File: config.mk
export PLATFORM = sky130hd
export DESIGN_NAME = dsmpo_fifo
export DESIGN_NICKNAME = d
export VERILOG_FILES = /design/src/dsmpo_fifo.sv
export SDC_FILE = /design/constraint.sdc
export NUM_CORES = 1
export LEC_CHECK = 0
export ABC_CLOCK_PERIOD_IN_PS = 2200
export BUFFER_PORTS_ARGS = -buffer_cell sky130_fd_sc_hd__buf_4
export CORE_MARGIN = 5
export CORE_UTILIZATION = 30
export DETAILED_ROUTE_END_ITERATION = 12
export GPL_TIMING_DRIVEN = 0
export PLACE_DENSITY = 0.61
export SYNTH_ARGS = -nofsm -noshare
export SYNTH_HDL_FRONTEND = slang
export SYNTH_SLANG_ARGS = --single-unit
File: constraint.sdc
create_clock -name clk_i -period 2.2 [get_ports clk_i]
set_input_delay 0.11 -clock clk_i [delete_from_list [all_inputs] [get_ports clk_i]]
set_output_delay 0.11 -clock clk_i [all_outputs]
set_load 0.01 [all_outputs]
File: src/dsmpo_fifo.sv
// ----------------------------------------------------------------------------
// dsmpo_fifo: two-entry queue
// Decouples producer and consumer; full and empty flags from a fill count.
// ----------------------------------------------------------------------------
module dsmpo_fifo #(
  parameter int unsigned Width = 8
) (
  input  logic             clk_i,
  input  logic             rst_ni,
  input  logic             push_i,
  input  logic [Width-1:0] data_i,
  output logic             full_o,
  input  logic             pop_i,
  output logic [Width-1:0] data_o,
  output logic             empty_o
);

  logic [Width-1:0] mem_q [2];
  logic             wptr_q, rptr_q;
  logic [1:0]       count_q;
  logic             do_push, do_pop;

  assign full_o  = (count_q == 2'd2);
  assign empty_o = (count_q == 2'd0);
  assign data_o  = mem_q[rptr_q];
  assign do_push = push_i && !full_o;
  assign do_pop  = pop_i && !empty_o;

  // Pointers and fill count.
  always_ff @(posedge clk_i or negedge rst_ni) begin
    if (!rst_ni) begin
      wptr_q  <= 1'b0;
      rptr_q  <= 1'b0;
      count_q <= 2'd0;
    end else begin
      if (do_push) begin
        wptr_q <= !wptr_q;
      end
      if (do_pop) begin
        rptr_q <= !rptr_q;
      end
      count_q <= count_q + {1'b0, do_push} - {1'b0, do_pop};
    end
  end

  // Entry storage.
  always_ff @(posedge clk_i) begin
    if (do_push) begin
      mem_q[wptr_q] <= data_i;
    end
  end

endmodule

==> impl_results.md, run 1 <==
* Area grow syn2layout at 40.2%
* Ranking of synthesized cells by area: edfxtp_1 62%, dfrtp_1 13%, mux2_2 12%
* Met1 Track Usage GR at 0.103
* Req. time, crit path at about 2.1 ns
* Slew HR at 0.546
* Ports at 22
* Syn avg cell area at approximately 18 um2
* Worst slew pin tran at 0.678 ns
* Post-synth cell types at 13
* Placed inst area at 971 um2
* Reg-to-Reg Start: count_q[1]
* Drt pass-1 iters at 4
* GRT Overall Usage at 0.0829
* Clock Latency Late Sink at 0.29 ns
* Status: finished, final reports clean
* FFs w/ async S/R, synth at 0.200
* Fin. max-slew vios at 0
* CTS tree: built
* DIE HEIGHT at slightly above 60 um
* DPL Wire Length at 949 um
* Arr. time, crit path at 1.46 ns
* Pin count of the biggest net entering global routing at 12
* Synth Area in Compound Gates at 0
* Synth area leader: edfxtp_1
* Post-Syn Area at 776 um2
* Clock power share at 0.139
* Worst R2R Setup Slack at ~0.67 ns
* Setup TNS at 0 ns
* P_sw at 0.369 mW
* Setup WS post-layout at 0.667 ns
* Net Count, Synth at 57
* RSZ-0062 raised after global routing: no
* CTS clock-pin slew for the worst setup and hold paths at 0.10 ns
* Crit Reg-Reg Endpoint: mem_q[0][2]
* Total power at 1.24 mW
* Antenna Cells at 0
* Leak pwr at 0.442 nW
* Number of clock sinks at 20
* Share of cells above drive strength 1 at 0.442
* DRT iter0 DRCs at 5
* DR DRC count at 0
* Nets at 92
* Setup CP Type: reg -> reg
* Clock root buffer: clkbuf_4
* Final min period at ~1.5 ns
* Vias in the first global route at 472
* CTS resizes at 0
* Most frequent cell after synthesis: edfxtp_1
* Ys flop type: edfxtp_1
* Combinational power share at 0.403
* Maxcap violations at 0
* CP Launch Type: flip-flop
* Final Hold Fails at 0
* Post-synthesis simple-gate area fraction at 0.0419
* Global-route wire length before repair at 2130 um
* Met2 capacity usage during global routing at 0.133
* DR vias at approximately 450
* F_max at 652 MHz
* HP Class: in -> async
* Total Wirelength at 1320 um
* Max Root-Sink Buffers at 2
* VDD IR max at 594 uV
* H-tree depth at 1
* Core ar. at 2480 um2
* Sequential group share of total power at 0.458
* Num CTS Buffers at 3
* Xor/xnor share of the synthesized area at 0.0452
* Rows at 18
* Design area at 1090 um2
* Yosys reg bits at 20
* Synth top cells by count: 16 x edfxtp_1, 8 x mux2_2, 4 x dfrtp_1
* Die area at between 3000 and 4000 um2
* Initial antenna violation count at 0
* CP Max Fanout at 8
* PD cells at approximately 1100 nW/um2
* Multiplexer share of the synthesized area at 0.116
* Number of synthesized flops with an enable pin at 16
* GR peak layer: met2
* Net Sw Frac at 0.299
* Postcts setup bufs at 0
* Final setup fails at 0
* Seq/Total Area, Yosys at 0.748
* Register-to-Register Path Depth at 3
* Vias/cell at 4.17
* Place WS at 0.643 ns
* GR Util met3 at 0.0255
* Endpoint class of the critical path: flip-flop
* Adder-cell share of the synthesized area at 0.0323
* Main combinational cell family by area after synthesis: multiplexers
* Die X at 60.9 um
* Number of port buffers at 21
* Initial core utilization at 0.313
* Routability cong. at approximately 0.68
* Int Power at 0.866 mW
* Synth top area share at 0.619
* Cells after Synth at 43
* Post-route ant nets at 0
* GRT Residual Overflow at 0
* WL/cell at 12.4 um
* Synthesis Warnings at 0
* Fin Clk Skew at ~0.0023 ns
* Final core occ at 0.439
* Final period util at 0.697
-- kinds of logic after synthesis --
family	after synthesis
DFF	20
muxes	8
adders and majority gates	2
buffers and inverters	3
xor gates and xnor gates	4
and+or+nand+nor	6
-- power by group through the flow --
stage / clock (mW) / combinational [mW] / sequential (mW)
after detailed placement: 0 / 0.497 / 0.575
after floorplan: 0 / 0.303 / 0.566
after global placement: 0 / 0.486 / 0.572
after global routing: 0.207 / 0.555 / 0.579
final: 0.172 / 0.498 / 0.566
after CTS: 0.181 / 0.512 / 0.567
-- metrics by stage --
step	std cells	hold WS, ns
floorplan	43	-0.186
global placement	94	-0.0886
detailed placement	94	-0.0885
CTS	107	0.126
global route	107	0.111
finish	107	0.140
-- metal layers --
layer	part of all wire	up-vias
met2	0.48	14
met4	0	0
met3	0.073	0
met5	0	-
met1	0.44	211
li1	-	221
-- repair_timing --
action / CTS / global route
hold endpoints to repair: 20 / 0
hold buffers: 9 / 0
setup endpoints to repair: 0 / 0
-- layout make-up --
| cell class | instances | area [um2] |
|---|---|---|
| buffer | 1 | 5.00 |
| timing repair buffer | 30 | 248 |
| inverter | 2 | 7.51 |
| fill | 247 | 1390 |
| clock buffer | 4 | 26.3 |
| tap | 30 | 37.5 |
| sequential | 20 | 581 |
| multi-input combinational | 20 | 183 |
-- worst max path at each step --
| stage | to | slack (ns) | startpoint |
|---|---|---|---|
| 2_1_floorplan | count_q[1] | 0.65 | count_q[1] |
| 3_3_place_gp | mem_q[0][6] | 0.62 | count_q[1] |
| 3_5_place_dp | mem_q[0][1] | 0.64 | count_q[1] |
| 4_1_cts | mem_q[0][1] | 0.62 | count_q[1] |
| 5_1_grt | mem_q[0][1] | 0.49 | count_q[1] |
| 6_report | mem_q[0][2] | 0.67 | count_q[1] |
-- worst max-delay path, stage by stage, from the launching register on --
cell and delay, ns:
dfrtp_1 0.42, nand2b_1 0.11, nand2_1 0.11, nor2_1 0.54
-- placed cells by master, fill, tap and decap left out --
cell type / count
and3_1: 1
buf_2: 1
buf_4: 21
clkbuf_1: 1
clkbuf_4: 3
dfrtp_1: 4
dlygate4sd3_1: 9
edfxtp_1: 16
ha_1: 2
inv_1: 2
mux2_2: 8
nand2_1: 1
nand2b_1: 1
nor2_1: 2
nor2b_2: 1
xnor2_1: 3
xor2_1: 1
-- registers in the layout, summed over array words and instances (netlist names) --
signal   flops
count_q      2
mem_q       16
rptr_q       1
wptr_q       1
Note: power is estimated with default switching activity, not from simulation.
==> inputs of run 2 (changes only) <==
--- a/config.mk
+++ b/config.mk
@@ -5,13 +5,13 @@
 export SDC_FILE = /design/constraint.sdc
 export NUM_CORES = 1
 export LEC_CHECK = 0
-export ABC_CLOCK_PERIOD_IN_PS = 2200
+export ABC_CLOCK_PERIOD_IN_PS = 1400
 export BUFFER_PORTS_ARGS = -buffer_cell sky130_fd_sc_hd__buf_4
 export CORE_MARGIN = 5
 export CORE_UTILIZATION = 30
 export DETAILED_ROUTE_END_ITERATION = 12
 export GPL_TIMING_DRIVEN = 0
-export PLACE_DENSITY = 0.61
+export PLACE_DENSITY = 0.63
 export SYNTH_ARGS = -nofsm -noshare
 export SYNTH_HDL_FRONTEND = slang
 export SYNTH_SLANG_ARGS = --single-unit
==> constraint.sdc (replaced) <==
create_clock -name clk_i -period 1.4 [get_ports clk_i]
set_input_delay 0.07 -clock clk_i [delete_from_list [all_inputs] [get_ports clk_i]]
set_output_delay 0.07 -clock clk_i [all_outputs]
set_load 0.01 [all_outputs]
==> impl_results.md, run 2 (synthesis gave the netlist of run 1 again) <==
* Vias/cell at 4.36
* Placed inst area at between 900 and 1000 um2
* Clock root buffer: clkbuf_4
* Nets at 98
* Initial antenna violation count at 0
* Final Hold Fails at 0
* Pin count of the biggest net entering global routing at 12
* Antenna Cells at 0
* Status: finished with violations
* CTS tree: built
* DR DRC count at 0
* RSZ-0062 raised after global routing: yes
* Ports at 22
* DIE HEIGHT at about 61 um
* Share of cells above drive strength 1 at 0.602
* Worst hold margin at about 0.096 ns
* Reg-to-Reg Start: count_q[1]
* CP Max Fanout at 3
* Max Root-Sink Buffers at 2
* Total Wirelength at 1520 um
* Start point of the critical path: count_q[1]
* Die X at around 60 um
* Crit Reg-Reg Endpoint: count_q[1]
* Commonest non-fill, non-tap cell in the layout: buf_4
* Fill count at 223
* Worst slew pin tran at 0.452 ns
* Post-route ant nets at 0
* DRT iter0 DRCs at 8
* Final min period at 1.48 ns
* Met1 Track Usage GR at 0.101
* Commonest non-fill, non-tap cells in the layout: 18 x buf_4, 16 x edfxtp_1, 10 x buf_6
* Fin Clk Skew at 0.00512 ns
* Violated checks: negative setup slack
* Slew HR at 0.699
* Vias in the first global route at 523
* H-tree depth at 1
* Req. time, crit path at ~1.6 ns
* Final core occ at 0.512
* Setup TNS at -0.0762 ns
* Num CTS Buffers at 3
* Final setup fails at 1
* GRT Overall Usage at 0.0862
* Drt pass-1 iters at 4
* GR Util met3 at 0.0255
* Worst R2R Setup Slack at -0.08 ns
* Met2 capacity usage during global routing at 0.147
* Final period util at 1.05
* CTS clock-pin slew for the worst setup and hold paths at 0.11 ns
* Routability cong. at roughly 0.6
* Global-route wire length before repair at 2240 um
* Die area at approximately 3700 um2
* Leak pwr at 0.534 nW
* Largest regs: mem_q: 16 flops, count_q: 2 flops
* Rows at 18
* Register-to-Register Path Depth at 7
* HP Class: in -> async
* VDD IR max at 934 uV
* DR vias at 493
* GR peak layer: met2
* Clock Latency Late Sink at 0.29 ns
* Number of clock sinks at 20
* F_max at 677 MHz
* Endpoint class of the critical path: flip-flop
* PD cells at around 1900 nW/um2
* Number of flip-flops in the largest register at 16
* Setup WS post-layout at -0.0762 ns
* Fin. max-slew vios at 0
* Arr. time, crit path at 1.66 ns
* Reg with most FFs: mem_q
* Area grow syn2layout at 63.4%
* Core ar. at 2480 um2
* Placed Cells at 94
* Total power at 2.45 mW
* GRT Residual Overflow at 0
* Design area at 1270 um2
* Setup CP Type: reg -> reg
* Number of port buffers at 21
* Initial core utilization at 0.313
* Place WS at -0.203 ns
* Post-Layout Cell Count at 113
* Maxcap violations at 0
* DPL Wire Length at 953 um
* CP Launch Type: flip-flop
* WL/cell at 13.4 um
[run 2: area by class of cell]
type | count | area, um2 | share of cell area
sequential | 20 | 582 | 0.459
tap | 30 | 37.5 | 0.0296
multi-input combinational | 20 | 277 | 0.218
buffer | 1 | 11.3 | 0.00888
clock buffer | 3 | 22.5 | 0.0178
inverter | 2 | 7.51 | 0.00592
clock inverter | 1 | 3.75 | 0.00296
timing repair buffer | 36 | 327 | 0.258
[run 2: worst max-delay path by stage]
stage	end	cells after the start
final	count_q[1]	7
after global routing	count_q[1]	7
after CTS	count_q[1]	7
after detailed placement	mem_q[0][3]	3
after global placement	mem_q[0][3]	3
after floorplan	count_q[1]	7
[run 2: timing repair]
action | 4_1_cts | 5_1_grt
hold buffers | 9 | 0
setup endpoints to repair | 17 | 25
resized for setup | 8 | 20
gates cloned | 0 | 1
pin swaps | 6 | 0
hold endpoints to repair | 20 | 0
setup buffers | 4 | 1
[run 2: report_power, final]
group / internal, mW / switching [mW] / total (mW) / leakage (nW)
clock network: 0.104 / 0.167 / 0.271 / 0.0154
registers: 0.836 / 0.109 / 0.945 / 0.194
logic: 0.754 / 0.477 / 1.23 / 0.324
total: 1.69 / 0.753 / 2.45 / 0.534
[run 2: critical path, stage by stage (launching register included)]
cell and delay [ns]:
dfrtp_2 0.48, nor2_4 0.15, nor2b_4 0.06, ha_4 0.25, inv_2 0.04, ha_4 0.15
xnor2_2 0.12, xnor2_1 0.12
[run 2: per-layer routing]
metal	share of wire	vias up	routed length, um
li1	-	234	-
met1	0.40	241	603
met2	0.53	16	801
met3	0.072	2	109
met4	0.0033	0	5
met5	0	-	0
