$ cat src/dsmpo_pkg.sv
// ----------------------------------------------------------------------------
// dsmpo_pkg: shared types and constants of the page ownership engine
// Holds the request and result structures, the page entry layout, the mode
// and action codes and the default parameter values.
// ----------------------------------------------------------------------------
package dsmpo_pkg;

  // Default sizes of the cluster and of the page table.
  localparam int unsigned NodesDefault        = 16;
  localparam int unsigned FilesDefault        = 4;
  localparam int unsigned PagesPerFileDefault = 256;

  // Request modes.
  localparam logic [2:0] MODE_REMOTE_READ  = 3'd0;
  localparam logic [2:0] MODE_REMOTE_WRITE = 3'd1;
  localparam logic [2:0] MODE_REMOTE_INVAL = 3'd2;
  localparam logic [2:0] MODE_LOCAL_READ   = 3'd3;
  localparam logic [2:0] MODE_LOCAL_WRITE  = 3'd4;
  localparam logic [2:0] MODE_READ_REPLY   = 3'd5;
  localparam logic [2:0] MODE_WRITE_REPLY  = 3'd6;

  // Message actions.
  localparam logic [3:0] ACT_GRANT     = 4'd0;
  localparam logic [3:0] ACT_READ_REQ  = 4'd1;
  localparam logic [3:0] ACT_WRITE_REQ = 4'd2;
  localparam logic [3:0] ACT_INVAL     = 4'd3;
  localparam logic [3:0] ACT_RESP      = 4'd4;
  localparam logic [3:0] ACT_FWD_READ  = 4'd5;
  localparam logic [3:0] ACT_FWD_WRITE = 4'd6;
  localparam logic [3:0] ACT_ACK       = 4'd7;
  localparam logic [3:0] ACT_NONE      = 4'd8;

  // Configuration register indexes.
  localparam logic [1:0] REG_NODE_ID      = 2'd0;
  localparam logic [1:0] REG_MAIN_NODE_ID = 2'd1;

  typedef struct packed {
    logic [2:0]  mode;
    logic [1:0]  file_id;
    logic [7:0]  page_index;
    logic [3:0]  src_node;
    logic [15:0] copyset_in;
    logic [15:0] request_tag;
  } item_t;

  typedef struct packed {
    logic [3:0]  action;
    logic [3:0]  dest_node;
    logic [3:0]  msg_src;
    logic [1:0]  file_out;
    logic [7:0]  page_out;
    logic [15:0] copyset_out;
    logic [15:0] tag_out;
    logic        drop_write;
    logic        drop_all;
    logic        grant_write;
    logic        last;
  } result_t;

  // Classified request handed from the front to the back.
  typedef struct packed {
    logic  oor;
    item_t item;
  } cmd_t;

  // One page table entry, 23 bits.
  typedef struct packed {
    logic        created;
    logic [15:0] copyset;
    logic [3:0]  owner;
    logic        write;
    logic        valid;
  } entry_t;

  localparam int unsigned EntryWidth = $bits(entry_t);

  // Copyset bits that stand for real nodes.
  function automatic logic [15:0] node_mask(int unsigned nodes);
    logic [31:0] m;
    m = (32'd1 << nodes) - 32'd1;
    if (nodes >= 16) begin
      return 16'hFFFF;
    end
    return m[15:0];
  endfunction

endpackage

$ cat src/dsmpo_fifo.sv
// ----------------------------------------------------------------------------
// dsmpo_fifo: two-entry queue
// Decouples producer and consumer; full and empty flags from a fill count.
// ----------------------------------------------------------------------------
module dsmpo_fifo #(
  parameter int unsigned Width = 8
) (
  input  logic             clk_i,
  input  logic             rst_ni,
  input  logic             push_i,
  input  logic [Width-1:0] data_i,
  output logic             full_o,
  input  logic             pop_i,
  output logic [Width-1:0] data_o,
  output logic             empty_o
);

  logic [Width-1:0] mem_q [2];
  logic             wptr_q, rptr_q;
  logic [1:0]       count_q;
  logic             do_push, do_pop;

  assign full_o  = (count_q == 2'd2);
  assign empty_o = (count_q == 2'd0);
  assign data_o  = mem_q[rptr_q];
  assign do_push = push_i && !full_o;
  assign do_pop  = pop_i && !empty_o;

  // Pointers and fill count.
  always_ff @(posedge clk_i or negedge rst_ni) begin
    if (!rst_ni) begin
      wptr_q  <= 1'b0;
      rptr_q  <= 1'b0;
      count_q <= 2'd0;
    end else begin
      if (do_push) begin
        wptr_q <= !wptr_q;
      end
      if (do_pop) begin
        rptr_q <= !rptr_q;
      end
      count_q <= count_q + {1'b0, do_push} - {1'b0, do_pop};
    end
  end

  // Entry storage.
  always_ff @(posedge clk_i) begin
    if (do_push) begin
      mem_q[wptr_q] <= data_i;
    end
  end

endmodule

$ cat src/dsmpo_front.sv
// ----------------------------------------------------------------------------
// dsmpo_front: request intake and classification
// Accepts requests, marks those with an unused mode or addressing no page and queues them.
// ----------------------------------------------------------------------------
module dsmpo_front #(
  parameter int unsigned FILES          = dsmpo_pkg::FilesDefault,
  parameter int unsigned PAGES_PER_FILE = dsmpo_pkg::PagesPerFileDefault
) (
  input  logic              clk_i,
  input  logic              rst_ni,
  input  logic              push_i,
  input  dsmpo_pkg::item_t  item_i,
  input  logic              busy_i,
  output logic              full_o,
  input  logic              cmd_pop_i,
  output dsmpo_pkg::cmd_t   cmd_o,
  output logic              cmd_empty_o
);

  dsmpo_pkg::cmd_t cmd_in;
  logic            q_full;
  logic            q_push;

  // Classify: an unused mode or a page beyond the table is marked and leaves the table unchanged.
  always_comb begin
    cmd_in.item = item_i;
    cmd_in.oor  = (item_i.mode > dsmpo_pkg::MODE_WRITE_REPLY) ||
                  (32'(item_i.file_id) >= 32'(FILES)) ||
                  (32'(item_i.page_index) >= 32'(PAGES_PER_FILE));
  end

  assign full_o = q_full || busy_i;
  assign q_push = push_i && !full_o;

  dsmpo_fifo #(
    .Width ($bits(dsmpo_pkg::cmd_t))
  ) u_cmd_q (
    .clk_i   (clk_i),
    .rst_ni  (rst_ni),
    .push_i  (q_push),
    .data_i  (cmd_in),
    .full_o  (q_full),
    .pop_i   (cmd_pop_i),
    .data_o  (cmd_o),
    .empty_o (cmd_empty_o)
  );

endmodule

$ cat config.mk
export PLATFORM = sky130hd
export DESIGN_NAME = dsmpo_front
export DESIGN_NICKNAME = d
export VERILOG_FILES = /design/src/dsmpo_pkg.sv /design/src/dsmpo_fifo.sv /design/src/dsmpo_front.sv
export SDC_FILE = /design/constraint.sdc
export NUM_CORES = 1
export LEC_CHECK = 0
export BUFFER_PORTS_ARGS = -buffer_cell sky130_fd_sc_hd__buf_2
export CORE_MARGIN = 1
export CORE_UTILIZATION = 35
export CTS_CLUSTER_SIZE = 30
export DETAILED_ROUTE_END_ITERATION = 7
export SYNTH_ARGS = -nofsm -noshare
export SYNTH_HDL_FRONTEND = slang
export SYNTH_SLANG_ARGS = --single-unit
$ cat constraint.sdc
create_clock -name clk_i -period 4.2 [get_ports clk_i]
set_clock_uncertainty 0.1 [all_clocks]
set_input_delay 0.42 -clock clk_i [delete_from_list [all_inputs] [get_ports clk_i]]
set_output_delay 0.42 -clock clk_i [all_outputs]
set_load 0.02 [all_outputs]
==> results.py, run 1 <==
metrics = {
    "global_routing": {
        "grt_max_degree": 52,
        "grt_antenna_before_repair": 1,
        "first_global_vias": 1989,
        "grtUsageTotal_pct": 11.4,
        "grt_overflow": 0,
        "grt_pass1_wl_um": 9720,
    },
    "synth": {
        "avgSynthCellArea_um2": 23.0,
        "synth_seq_cells": 104,
        "yosysUniqueCellTypes": 16,
        "synth-warning-count": 0,
        "synthesis.area_um2": 4080,
        "syn_inst": 177,
        "ys_seq_area_share_pct": 76.1,
        "syn_nets": 233,
    },
    "floorplan": {
        "io_pins": 106,
        "start_util_pct": 35.9,
        "fp.dieH_um": 110,
        "core_um2": 11400,
        "rows": 39,
        "die_w_um": 110,
        "dieArea_um2": 12100,
    },
    "clock_tree": {
        "cts_tree": "built",
        "post_cts_resized": 0,
        "hold_buffers": 1,
        "numCtsBuffers": 9,
        "cts_root_buffer": "clkbuf_16",
        "path_clk_slew_ns": 0.07,
        "clkSinkCount": 104,
        "clock_path_buffers": 2,
        "cts_max_level": 3,
        "post_cts_buffers": 0,
        "clk_latency_ns": 0.33,
    },
    "min_path": {
        "min_path_type": "input pin to flop",
    },
    "timing": {
        "tns_ns": 0,
        "rsz0062_at_grt": "no",
        "drv_slew": 0,
        "setup_ws_ns": 1.67,
        "slew_headroom_pct": 34.6,
        "clock.fmax_mhz": 396,
        "layout_min_cycle_time_ns": 2.53,
        "fin_hold_ws_ns": 0.170,
        "fin_crit_sh_pct": 60.1,
        "worstMarginPinSlew_ns": 0.981,
        "finalHoldViolations": 0,
        "setup_viol": 0,
    },
    "routing": {
        "vias": 1948,
        "drtIter0Drc": 71,
        "viasPerCell": 4.45,
        "drc_errors": 0,
        "ant_nets": 0,
        "wire_per_inst_um": 15.1,
        "drt-total-wl_um": 6630,
        "drtPass1Iterations": 4,
    },
    "worst_setup_path": {
        "worst-path-max-fanout": 51,
        "crit_arrival_ns": 2.01,
        "worstSetupStartpointType": "flop",
        "critPathKind": "flop to output port",
        "end_kind": "output port",
        "cp.required_ns": 3.68,
    },
    "placement": {
        "placed_cells": 421,
        "place_area_um2": 4700,
        "gp_congestion": 0.664,
        "portBuffers": 105,
        "dp_slack_ns": 1.66,
    },
    "layout": {
        "areaGrowthSynthToFinish_pct": 23.9,
        "post-route-util_pct": 44.4,
        "fill_cells": 1034,
        "fin_nets": 346,
        "finalNonFillerCells": 438,
        "n_antenna_cell": 0,
        "drive_gt1_share_pct": 59.7,
        "design_area_um2": 5050,
    },
    "pwr": {
        "worst_ir_drop_vdd_mv": 0.313,
        "finalPower_mw": 3.35,
        "powerDensity_nw_per_um2": 664,
        "p_leak_nw": 2.03,
    },
    "job": {
        "maxCapViolCount": 0,
    },
    "outcome": {
        "status": "completed",
    },
}
synthesized netlist by cell type:
master	number	area share, %
mux2_4	49	18
xor2_1	1	0.21
dfrtp_1	4	2.5
buf_6	1	0.28
nor2b_1	1	0.15
xnor2_1	3	0.64
edfxtp_1	100	74
nand2b_1	2	0.31
mux2_2	1	0.28
nor2_1	2	0.18
and2_1	1	0.15
ha_1	2	0.61
nand3b_1	1	0.18
buf_12	5	2.5
inv_1	3	0.28
and3_1	1	0.15
cell usage in the layout, fill, tap and decap left out, drive strengths merged:
cell         instances
dlygate4sd3          1
nand3b               1
buf                107
dfrtp                4
bufinv               3
xor2                 1
nor2                 2
clkinv               2
and3                 1
mux2                50
clkbuf               9
nand2b               2
ha                   2
inv                  5
nor2b                1
xnor2                3
edfxtp             100
and2                 1
cell families (layout without fill, tap and decap cells):
logic type    Yosys count  count (layout)  share of synthesized area, %
buf+inv                 9             127                          3.01
fa+ha+maj               2               2                         0.613
simple gates            8               8                          1.14
flops                 104             104                          76.1
mux                    50              50                          18.3
xor+xnor                4               4                         0.859
flip-flops by register name (all words and copies together), names as in the netlist:
name / count
u_cmd_q.count_q: 2
u_cmd_q.mem_q: 100
u_cmd_q.rptr_q: 1
u_cmd_q.wptr_q: 1
metal layers:
layer	share of wire, %	routed length, um	track usage, %
met5	0.12	8	0
met4	1.4	94	5.14
met3	7.4	492	4.39
met2	50	3330	18.3
met1	41	2700	13.5
where the power goes:
group          internal [mW]  switching [mW]  total, mW
clock network          0.584           0.353      0.937
registers               1.30           0.174       1.47
logic                  0.491           0.454      0.945
total                   2.37           0.981       3.35
worst max-delay path: stages (launching register included):
cell	delay (ns)
dfrtp_4	1.07
mux2_2	0.43
buf_2	0.16
final cells by class:
class | instances | area [um^2] | share of cell area [%]
multi-input cells | 64 | 862 | 17.1
repair buffers | 108 | 551 | 10.9
flip-flops and latches | 104 | 3110 | 61.5
well taps | 143 | 179 | 3.54
inverters | 3 | 11.3 | 0.223
clock buffers | 9 | 225 | 4.46
clock inverters | 7 | 118 | 2.33
path summary, 6_finish.rpt:
path	endpoint	cells past startpoint	slack, ns	startpoint
setup / recovery	cmd_o[45]	2	1.67	u_cmd_q.rptr_q
hold / removal	u_cmd_q.mem_q[0][42]	1	0.17	item_i[42]
setup reg to reg	u_cmd_q.mem_q[1][1]	5	1.79	u_cmd_q.count_q[1]
hold reg to reg	u_cmd_q.count_q[1]	1	0.41	u_cmd_q.count_q[1]
max in group asynchronous	u_cmd_q.rptr_q	2	3.54	rst_ni
min in group asynchronous	u_cmd_q.count_q[0]	2	0.32	rst_ni
Power figures use the tool's default switching activity.
==> run 2, diff against run 1 <==
clock period = 2.2 ns   (was 4.2 ns; I/O delays follow)
==> run 2 against run 1 <==
Compared with the run above: utilization grew 4.7 points; sequential share of layout area down 5.9 points; flip-flop and latch count stayed put; worst setup slack lost 1.5 ns; critical path type unchanged; largest cell class unchanged.
==> results.py, run 2 (synthesis results as in run 1) <==
metrics = {
    "layout": {
        "n_antenna_cell": 0,
        "layout_commonest_cell": "buf_2",
        "reg.largest.list": "u_cmd_q.mem_q (100), u_cmd_q.count_q (2)",
        "areaGrowthSynthToFinish_pct": 37.1,
        "design_area_um2": 5590,
        "fill_cells": 1001,
        "largest_register_ffs": 100,
        "fin_nets": 399,
        "drive_gt1_share_pct": 51.1,
        "regMostFlops": "u_cmd_q.mem_q",
        "final_cell_mix": "105 x buf_2, 100 x edfxtp_1, 50 x dlygate4sd3_1",
        "post-route-util_pct": 49.2,
    },
    "clock_tree": {
        "path_clk_slew_ns": 0.06,
        "clkSinkCount": 104,
        "numCtsBuffers": 9,
        "cts_root_buffer": "clkbuf_16",
        "cts_max_level": 3,
        "post_cts_resized": 0,
        "cts_tree": "built",
        "clk_latency_ns": 0.33,
        "clock_path_buffers": 2,
    },
    "floorplan": {
        "core_um2": 11400,
        "fp.dieH_um": 110,
        "dieArea_um2": 12100,
        "die_w_um": 110,
        "start_util_pct": 35.9,
        "rows": 39,
        "io_pins": 106,
    },
    "global_routing": {
        "grt_overflow": 0,
        "grt_max_degree": 38,
        "first_global_vias": 2237,
        "grtUsageTotal_pct": 12.2,
        "grt_antenna_before_repair": 0,
        "grt_pass1_wl_um": 10700,
    },
    "pwr": {
        "p_comb_share_pct": 33.4,
        "switchingPower_mw": 1.88,
        "powerDensity_nw_per_um2": 1150,
        "seq_power_share_pct": 41.1,
        "switching_share_pct": 29.4,
        "worst_ir_drop_vdd_mv": 0.538,
        "pwr-share-clk_pct": 25.5,
        "p_leak_nw": 2.26,
        "power.internal_mw": 4.52,
    },
    "routing": {
        "drc_errors": 0,
        "viasPerCell": 4.40,
        "ant_nets": 0,
        "vias": 2158,
        "drtPass1Iterations": 3,
        "drt-total-wl_um": 6980,
        "wire_per_inst_um": 14.2,
        "drtIter0Drc": 67,
    },
    "placement": {
        "place_area_um2": 4780,
        "gp_congestion": 0.671,
        "dp_hpwl_um": 4270,
        "portBuffers": 105,
        "dp_slack_ns": 0.488,
    },
    "worst_setup_path": {
        "critPathMaxStageDelay_ns": 0.61,
        "cp.required_ns": 1.88,
        "cp_num_buf_inv": 2,
        "crit_family": "flip-flops",
        "critPathKind": "flop to output port",
        "worst-path-max-fanout": 20,
        "crit_chain": "buf_12 > mux2_2 > buf_2",
        "cp_slowest_cell": "dfrtp_4",
        "crit_arrival_ns": 1.71,
        "end_kind": "output port",
        "worstSetupStartpointType": "flop",
    },
    "job": {
        "maxCapViolCount": 0,
    },
    "outcome": {
        "status": "completed",
    },
    "timing": {
        "finalHoldViolations": 0,
        "fin_crit_sh_pct": 92.2,
        "fin_hold_ws_ns": 0.120,
        "setup_ws_ns": 0.171,
        "slew_headroom_pct": 79.5,
        "worstMarginPinSlew_ns": 0.307,
        "rsz0062_at_grt": "no",
        "drv_slew": 0,
        "clock.fmax_mhz": 493,
        "layout_min_cycle_time_ns": 2.03,
        "setup_viol": 0,
    },
    "min_path": {
        "min_path_type": "input pin to async pin",
    },
}
## run 2: cell count changes in the layout (fill, tap and decap cells not counted)
cell	change
inv_6	-2
clkinv_4	+1
clkinv_1	+2
bufinv_16	-1
dlygate4sd3_1	+49
buf_12	+4
## run 2: final timing paths
check	slack (ns)	endpoint	cells after the start	start
worst max-delay path	0.17	cmd_o[45]	3	u_cmd_q.rptr_q
worst min-delay path	0.12	u_cmd_q.count_q[1]	2	rst_ni
worst max register to register	0.49	u_cmd_q.mem_q[1][18]	5	u_cmd_q.count_q[1]
worst min register to register	0.41	u_cmd_q.count_q[1]	1	u_cmd_q.count_q[1]
max in group asynchronous	1.74	u_cmd_q.rptr_q	2	rst_ni
min in group clk_i	0.22	u_cmd_q.wptr_q	3	busy_i
## run 2: repair_timing
action / in CTS / in global routing
hold endpoints to repair: 102 / 0
setup buffers: 0 / 0
hold buffers: 50 / 0
## run 2: stage by stage
stage,cells,power (mW),setup TNS (ns)
finish,491,6.41,0
global route,491,6.73,0
CTS,491,6.51,0
detailed placement,425,4.79,0
global placement,425,4.76,0
floorplan,177,4.33,-12.66
## run 2: power by group through the flow
stage / Clock (mW) / Sequential, mW / Combinational [mW]
2_1_floorplan: 0 / 2.58 / 1.75
3_3_place_gp: 0 / 2.67 / 2.10
3_5_place_dp: 0 / 2.68 / 2.11
4_1_cts: 1.70 / 2.64 / 2.18
5_1_grt: 1.76 / 2.66 / 2.31
6_report: 1.64 / 2.63 / 2.14
## run 2: area by class of cell
| cell class | count | area, um^2 | area share [%] |
|---|---|---|---|
| flip-flops and latches | 104 | 3110 | 55.6 |
| repair buffers | 161 | 1120 | 20.0 |
| clock buffers | 9 | 225 | 4.03 |
| multi-input cells | 64 | 862 | 15.4 |
| well taps | 143 | 179 | 3.20 |
| clock inverters | 7 | 86.3 | 1.54 |
| inverters | 3 | 11.3 | 0.201 |
## run 2: layer usage
layer	vias to the layer above	global-route usage [%]	wire length, um
met3	8	3.97	387
met4	0	4.86	88
li1	1021	-	-
met1	1066	14.0	3020
met2	63	21.1	3490
met5	-	0	0
